## src/design/rtdd_pkg.sv

```systemverilog
`timescale 1ns / 1ps
`default_nettype none
package rtdd_pkg;
    localparam int RES_SLOTS = 3;
    localparam logic [7:0] INIT_UNITS = 8'd9;

    localparam logic [1:0] CMD_CREATE = 2'd0;
    localparam logic [1:0] CMD_TERM   = 2'd1;
    localparam logic [1:0] CMD_DETECT = 2'd2;
    localparam logic [1:0] CMD_UNUSED = 2'd3;

    localparam logic [2:0] ST_GRANTED  = 3'd0;
    localparam logic [2:0] ST_PENDING  = 3'd1;
    localparam logic [2:0] ST_FULL     = 3'd2;
    localparam logic [2:0] ST_TERM     = 3'd3;
    localparam logic [2:0] ST_UNKNOWN  = 3'd4;
    localparam logic [2:0] ST_NO_DEAD  = 3'd5;
    localparam logic [2:0] ST_DEAD     = 3'd6;

    typedef struct packed {
        logic [1:0]  cmd;
        logic [15:0] client_tag;
        logic [7:0]  want_0;
        logic [7:0]  want_1;
        logic [7:0]  want_2;
    } in_item_t;

    typedef struct packed {
        logic [2:0]  status;
        logic [15:0] stuck_tag;
        logic [7:0]  free_0;
        logic [7:0]  free_1;
        logic [7:0]  free_2;
    } out_item_t;

    // One client entry as kept in the table memory.
    typedef struct packed {
        logic [15:0] tag;
        logic [23:0] held;
        logic [23:0] pend;
    } entry_t;
endpackage
`default_nettype wire

```

## src/design/resource_table_deadlock_detector_unit.sv

```systemverilog
// Create appends one entry; terminate searches for the tag, then shifts later entries
// down through the table memory. Detect makes repeated passes over the table, reading
// each entry and checking it when its data arrives, until a pass makes no progress.
// One item at a time; the result register frees the input once it is taken.
// Reset (aresetn low, synchronous) empties the table and loads free units with 9.
`timescale 1ns / 1ps
`default_nettype none
module resource_table_deadlock_detector_unit #(
    parameter int MAX_CLIENTS   = 16,
    parameter int NUM_RESOURCES = 3
) (
    input  wire                        aclk,
    input  wire                        aresetn,
    input  wire                        s_valid,
    output logic                       s_ready,
    input  rtdd_pkg::in_item_t         s_data,
    output logic                       m_valid,
    input  wire                        m_ready,
    output rtdd_pkg::out_item_t        m_data,
    input  wire                        cfg_we,
    input  wire [1:0]                  cfg_index,
    input  wire [7:0]                  cfg_data
);
    localparam int IW = $clog2(MAX_CLIENTS);
    localparam int CW = $clog2(MAX_CLIENTS + 1);
    localparam int WW = $clog2(256 * (MAX_CLIENTS + 1));
    localparam int RES_SLOTS_L = rtdd_pkg::RES_SLOTS;

    localparam logic [2:0] S_IDLE   = 3'd0;
    localparam logic [2:0] S_FIND   = 3'd1;
    localparam logic [2:0] S_SHIFT  = 3'd2;
    localparam logic [2:0] S_DET    = 3'd3;
    localparam logic [2:0] S_SCAN   = 3'd4;
    localparam logic [2:0] S_CREATE = 3'd5;

    logic [2:0]  state_reg;
    logic [CW-1:0] count_reg;
    logic [CW-1:0] idx_reg;
    logic [7:0]  free_reg [RES_SLOTS_L];
    logic [WW-1:0] work_reg [RES_SLOTS_L];
    logic [MAX_CLIENTS-1:0] done_reg;
    logic        prog_reg;
    logic        rd_pend_reg;
    rtdd_pkg::in_item_t item_reg;
    rtdd_pkg::out_item_t out_reg;
    logic        out_valid_reg;

    // Table memory: one write port, one registered read port.
    rtdd_pkg::entry_t mem [MAX_CLIENTS];
    rtdd_pkg::entry_t rd_q;
    logic [IW-1:0]    rd_addr;
    logic             wr_en;
    logic [IW-1:0]    wr_addr;
    rtdd_pkg::entry_t wr_data;

    // The shift reads the entry above the one being filled; all other scans read idx.
    assign rd_addr = (state_reg == S_SHIFT) ? IW'(idx_reg + 1'b1) : idx_reg[IW-1:0];

    always_ff @(posedge aclk) begin
        if (wr_en) mem[wr_addr] <= wr_data;
        rd_q <= mem[rd_addr];
    end

    assign s_ready = (state_reg == S_IDLE) && !out_valid_reg;
    assign m_valid = out_valid_reg;
    assign m_data  = out_reg;

    function automatic logic [7:0] want_of(input rtdd_pkg::in_item_t it, input int k);
        logic [7:0] w;
        w = (k == 0) ? it.want_0 : (k == 1) ? it.want_1 : it.want_2;
        return (k < NUM_RESOURCES) ? w : 8'd0;
    endfunction

    logic [7:0] fv [RES_SLOTS_L];
    logic fits;
    logic ok;
    logic [23:0] wants;
    assign wants = {want_of(item_reg, 0), want_of(item_reg, 1), want_of(item_reg, 2)};

    always_comb begin
        fits = 1'b1;
        ok = 1'b1;
        for (int k = 0; k < RES_SLOTS_L; k++) begin
            if (want_of(item_reg, k) > free_reg[k]) fits = 1'b0;
            if (k < NUM_RESOURCES &&
                {{(WW-8){1'b0}}, rd_q.pend[23-8*k -: 8]} > work_reg[k]) ok = 1'b0;
            fv[k] = (k < NUM_RESOURCES) ? free_reg[k] : 8'd0;
        end
    end

    // Table writes: append on create, move an entry down during the shift.
    always_comb begin
        wr_en = 1'b0;
        wr_addr = idx_reg[IW-1:0];
        wr_data = rd_q;
        if (aresetn && state_reg == S_CREATE && count_reg < CW'(MAX_CLIENTS)) begin
            wr_en = 1'b1;
            wr_addr = count_reg[IW-1:0];
            wr_data.tag = item_reg.client_tag;
            wr_data.held = fits ? wants : 24'd0;
            wr_data.pend = fits ? 24'd0 : wants;
        end else if (aresetn && state_reg == S_SHIFT && rd_pend_reg) begin
            wr_en = 1'b1;
        end
    end

    // Main sequencer.
    always_ff @(posedge aclk) begin
        logic [8:0] s;
        if (!aresetn) begin
            state_reg <= S_IDLE;
            count_reg <= '0;
            out_valid_reg <= 1'b0;
            rd_pend_reg <= 1'b0;
            for (int k = 0; k < RES_SLOTS_L; k++) begin
                free_reg[k] <= (k < NUM_RESOURCES) ? rtdd_pkg::INIT_UNITS : 8'd0;
            end
        end else begin
            if (m_valid && m_ready) out_valid_reg <= 1'b0;
            if (cfg_we && cfg_index < 2'(RES_SLOTS_L)) begin
                if (int'(cfg_index) < NUM_RESOURCES) free_reg[cfg_index] <= cfg_data;
            end
            case (state_reg)
                S_IDLE: begin
                    if (s_valid && s_ready) begin
                        item_reg <= s_data;
                        idx_reg <= '0;
                        rd_pend_reg <= 1'b0;
                        case (s_data.cmd)
                            rtdd_pkg::CMD_CREATE: state_reg <= S_CREATE;
                            rtdd_pkg::CMD_TERM:   state_reg <= S_FIND;
                            rtdd_pkg::CMD_DETECT: begin
                                state_reg <= S_DET;
                                done_reg <= '0;
                                prog_reg <= 1'b0;
                                for (int k = 0; k < RES_SLOTS_L; k++)
                                    work_reg[k] <= {{(WW-8){1'b0}}, free_reg[k]};
                            end
                            default: begin
                                out_reg <= '{rtdd_pkg::ST_UNKNOWN, 16'd0, fv[0], fv[1], fv[2]};
                                out_valid_reg <= 1'b1;
                            end
                        endcase
                    end
                end
                S_CREATE: begin
                    // Create: append or report full.
                    if (count_reg >= CW'(MAX_CLIENTS)) begin
                        out_reg <= '{rtdd_pkg::ST_FULL, 16'd0, fv[0], fv[1], fv[2]};
                    end else begin
                        count_reg <= count_reg + 1'b1;
                        for (int k = 0; k < RES_SLOTS_L; k++)
                            if (fits) free_reg[k] <= free_reg[k] - want_of(item_reg, k);
                        out_reg <= '{fits ? rtdd_pkg::ST_GRANTED : rtdd_pkg::ST_PENDING,
                                     16'd0, fv[0] - (fits ? want_of(item_reg,0) : 8'd0),
                                     fv[1] - (fits ? want_of(item_reg,1) : 8'd0),
                                     fv[2] - (fits ? want_of(item_reg,2) : 8'd0)};
                    end
                    out_valid_reg <= 1'b1;
                    state_reg <= S_IDLE;
                end
                S_FIND: begin
                    // Read one entry; compare when the data arrives the next cycle.
                    if (rd_pend_reg) begin
                        rd_pend_reg <= 1'b0;
                        if (rd_q.tag == item_reg.client_tag) begin
                            for (int k = 0; k < RES_SLOTS_L; k++)
                                if (k < NUM_RESOURCES) begin
                                    s = {1'b0, free_reg[k]} + {1'b0, rd_q.held[23-8*k -: 8]};
                                    free_reg[k] <= s[8] ? 8'hFF : s[7:0];
                                end
                            state_reg <= S_SHIFT;
                        end else begin
                            idx_reg <= idx_reg + 1'b1;
                        end
                    end else if (idx_reg >= count_reg) begin
                        out_reg <= '{rtdd_pkg::ST_UNKNOWN, 16'd0, fv[0], fv[1], fv[2]};
                        out_valid_reg <= 1'b1;
                        state_reg <= S_IDLE;
                    end else begin
                        rd_pend_reg <= 1'b1;
                    end
                end
                S_SHIFT: begin
                    // Move entry idx+1 down to idx: read it, then write it when the data arrives.
                    if (rd_pend_reg) begin
                        rd_pend_reg <= 1'b0;
                        idx_reg <= idx_reg + 1'b1;
                    end else if (idx_reg + 1'b1 >= count_reg) begin
                        count_reg <= count_reg - 1'b1;
                        out_reg <= '{rtdd_pkg::ST_TERM, 16'd0, fv[0], fv[1], fv[2]};
                        out_valid_reg <= 1'b1;
                        state_reg <= S_IDLE;
                    end else begin
                        rd_pend_reg <= 1'b1;
                    end
                end
                S_DET: begin
                    // Passes over the table until one makes no progress; an entry read gets checked next cycle.
                    if (rd_pend_reg) begin
                        rd_pend_reg <= 1'b0;
                        if (!done_reg[idx_reg[IW-1:0]] && ok) begin
                            done_reg[idx_reg[IW-1:0]] <= 1'b1;
                            prog_reg <= 1'b1;
                            for (int k = 0; k < RES_SLOTS_L; k++)
                                if (k < NUM_RESOURCES)
                                    work_reg[k] <= work_reg[k] +
                                                   {{(WW-8){1'b0}}, rd_q.held[23-8*k -: 8]};
                        end
                        idx_reg <= idx_reg + 1'b1;
                    end else if (idx_reg >= count_reg) begin
                        idx_reg <= '0;
                        prog_reg <= 1'b0;
                        if (!prog_reg) state_reg <= S_SCAN;
                    end else begin
                        rd_pend_reg <= 1'b1;
                    end
                end
                S_SCAN: begin
                    // Find the first unfinished entry and fetch its tag.
                    if (rd_pend_reg) begin
                        rd_pend_reg <= 1'b0;
                        out_reg <= '{rtdd_pkg::ST_DEAD, rd_q.tag, fv[0], fv[1], fv[2]};
                        out_valid_reg <= 1'b1;
                        state_reg <= S_IDLE;
                    end else if (idx_reg >= count_reg) begin
                        out_reg <= '{rtdd_pkg::ST_NO_DEAD, 16'd0, fv[0], fv[1], fv[2]};
                        out_valid_reg <= 1'b1;
                        state_reg <= S_IDLE;
                    end else if (!done_reg[idx_reg[IW-1:0]]) begin
                        rd_pend_reg <= 1'b1;
                    end else begin
                        idx_reg <= idx_reg + 1'b1;
                    end
                end
                default: state_reg <= S_IDLE;
            endcase
        end
    end

    // Work sums reach at most 255 free units plus 255 held by every entry, which
    // the work width covers without wrapping.
endmodule
`default_nettype wire

```

## config.mk

```make
export PLATFORM = sky130hd
export DESIGN_NAME = resource_table_deadlock_detector_unit
export DESIGN_NICKNAME = d
export VERILOG_FILES = /design/src/design/rtdd_pkg.sv /design/src/design/resource_table_deadlock_detector_unit.sv
export SDC_FILE = /design/constraint.sdc
export NUM_CORES = 2
export LEC_CHECK = 0
export BUFFER_PORTS_ARGS = -buffer_cell sky130_fd_sc_hd__buf_2
export CELL_PAD_IN_SITES_DETAIL_PLACEMENT = 1
export CELL_PAD_IN_SITES_GLOBAL_PLACEMENT = 1
export CORE_MARGIN = 4
export CORE_UTILIZATION = 50
export DETAILED_ROUTE_END_ITERATION = 12
export HOLD_SLACK_MARGIN = 0.05
export PLACE_DENSITY = 0.75
export SYNTH_ARGS = -nofsm -noshare
export SYNTH_HDL_FRONTEND = slang
export SYNTH_SLANG_ARGS = --single-unit
```

## constraint.sdc

```tcl
create_clock -name aclk -period 8.23 [get_ports aclk]
set_input_delay 0.4115 -clock aclk [delete_from_list [all_inputs] [get_ports aclk]]
set_output_delay 0.4115 -clock aclk [all_outputs]
set_load 0.005 [all_outputs]
```

==> reports/results.tsv <==
metric	value	unit
largest net degree at the start of global routing	133	
met1 usage	0.365	
router iterations before antenna repair	5	
layer with the highest usage	met2	
Placed Instances	4397	
commonest cells in the netlist	1192 x edfxtp_1, 324 x mux4_2, 187 x nand2_1, 143 x ha_1, 111 x nor2_1	
Clock Sinks	1266	
register area share after synthesis	0.698	
critical-path cell list	nor2b_1, nand3_1, buf_4, nor2_4, buf_4, nor2_1, a21oi_1, nand3_1, nor2_4, buf_4, buf_4	
Tightest Hold Check Type	input port to flop	
r2r worst-path depth	11	
ys flop type	edfxtp_1	
Yosys top cell area share	0.670	
post-synthesis register bit count	1266	
f_max	189	MHz
share of flip-flops with an asynchronous set or reset	0	
Initial Util	0.505	
EDFF count, synth	1192	
top post-synthesis cells by area	edfxtp_1 67%, mux4_2 14%, ha_1 3.3%, dfxtp_1 2.8%, nand2_1 1.3%	
Max VDD drop	0.232	mV
Final setup viols	0	
crit path kind	flop to flop	
met2 Use GR	0.428	
Routed Antenna Nets	0	
floorplan row count	119	
worst-margin pin slew	1.36	ns
register with the most flip-flops	mem	
Syn Std Cell Area	53400	µm²
Port Buffers	101	
syn avg cell area	18.2	µm²
setup_tns	0	ns
die width	335	µm
R2R setup slack	2.95	ns
root buffer cell	clkbuf_16	
unrepaired setup endpoints after global routing	no	
CP endpoint kind	flop	
CTS H-Tree Depth	4	
drt wl/cell	31.4	µm
# DRC	0	
max incr delay on CP	0.71	ns
fin nets	3395	
initial antenna violation count	7	
fin crit share	0.642	
Mapped Nets	3145	
die area	112000	µm²
dpl hpwl	87200	µm
core area	106000	µm²
dominant cell by count in the synthesized netlist	edfxtp_1	
CTS tree	done	
clock transition at the registers of the reported paths	0.06	ns
vias post-DR	29400	
Die Y	335	µm
PnR worst setup slack	2.95	ns
worst skew pair latency	0.75	ns
critical path's most frequent cell	buf_4	
WP data required	8.59	ns
Global Route Usage Sum	0.266	
final slew viol count	0	
Ports	102	
Setup crit start kind	flop	
status	completed	
initial DRC count	3155	
share of cells above drive strength 1	0.235	
Slew headroom	0.0921	
Num CTS Buffers	134	
Worst Skew	0.0261	ns
Leak	20.7	nW
Final Non-Filler Cells	4687	
final hold vios	0	
post-route minimum period	5.28	ns
slowest cell on the critical path	dfxtp_1	
global-route wire length before repair	216000	µm
Largest register FFs	1024	
cells after synthesis	2932	
hold path depth	2	
# resized after CTS	0	
pre-CTS setup slack	3.06	ns
total grt overflow	0	
Synthesis Warnings	0	
met3 Usage GRT	0.0639	
clock tree buffer depth	3	
vias per cell	6.28	
vias in the first global route	31400	
max-cap violation count	0	
Power Density	333	nW/µm²
post-synth cell types	71	
area grow syn2layout	14.3	%
Post-Route WL	147000	µm
cell taking the most area after synthesis	edfxtp_1	
crit path max fanout	37	
gpl congestion	0.861	
CP Data Arrival Time	5.64	ns
==> metrics by stage <==
step / area, µm² / utilization / hold WS [ns] / total power, mW
3_3_place_gp: 56000 / 0.530 / 0.546 / 13.9
5_1_grt: 61100 / 0.578 / 0.117 / 21.2
4_1_cts: 61100 / 0.578 / 0.0759 / 20.5
2_1_floorplan: 53400 / - / 0.510 / 12.3
3_5_place_dp: 56000 / 0.530 / 0.565 / 14.2
6_report: 61100 / 0.578 / 0.125 / 20.3
==> power by group <==
part | internal (mW) | switching [mW]
clock network | 3.69 | 2.57
logic | 2.28 | 3.18
registers | 8.22 | 0.404
total | 14.2 | 6.16
==> layer usage <==
metal	vias up	wire length, µm
met5	-	40
met4	6	4650
met3	275	12500
met2	1331	71000
met1	15500	59200
li1	12300	-
==> final timing paths <==
path,startpoint,to
worst max-delay path,state_reg[0],mem[4][19]
worst min-delay path,cfg_data[6],free_reg[2][6]
worst max register to register,state_reg[0],mem[4][19]
worst min register to register,count_reg[1],count_reg[1]
==> cell type report <==
type	count	area [µm²]
fill	9346	44700
sequential	1266	37300
multi-input combinational	1456	15400
clock buffer	184	3730
tap	1391	1740
timing repair buffer	229	1670
clock inverter	64	876
inverter	95	362
antenna	2	5.00
==> cells by family (layout without fill, tap and decap cells) <==
kind of cell	Yosys count	after routing	synth area share
flip-flops	1266	1266	0.698
AND/OR/NAND/NOR	481	481	0.0423
AO/OA/AOI/OAI	358	358	0.0429
multiplexers	358	358	0.144
buffers and inverters	210	572	0.0180
adder cells (fa/ha/maj)	156	156	0.0384
XOR/XNOR	103	103	0.0172
other	0	2	0
==> worst max-delay path: cells and delay by family (launching register included) <==
| kind | cells | cell delay [ns] |
|---|---|---|
| buf+inv | 4 | 2.10 |
| flops | 1 | 0.71 |
| compound gates | 1 | 0.67 |
| simple gates | 6 | 1.34 |
==> what timing repair did <==
action                    in CTS  in global routing
hold endpoints to repair      40                  0
hold buffers                  40                  0
setup buffers                  0                  0
==> layout by cell type (no fill, tap or decap), types with 18 or more instances in the layout <==
master and instances:
a211oi_1 18, a21o_1 27, a21oi_1 89, and2_1 32, buf_2 101, buf_4 80
clkbuf_1 32, clkbuf_16 135, dfxtp_1 74, dlygate4sd3_1 40, edfxtp_1 1192, ha_1 143
inv_1 92, mux4_2 324, nand2_1 186, nand3_1 27, nor2_1 97, nor2b_1 19
nor3_1 24, o21ai_0 87, o31ai_1 29, xnor2_1 58, xor2_1 42
Note: power is estimated with default switching activity, not from simulation.
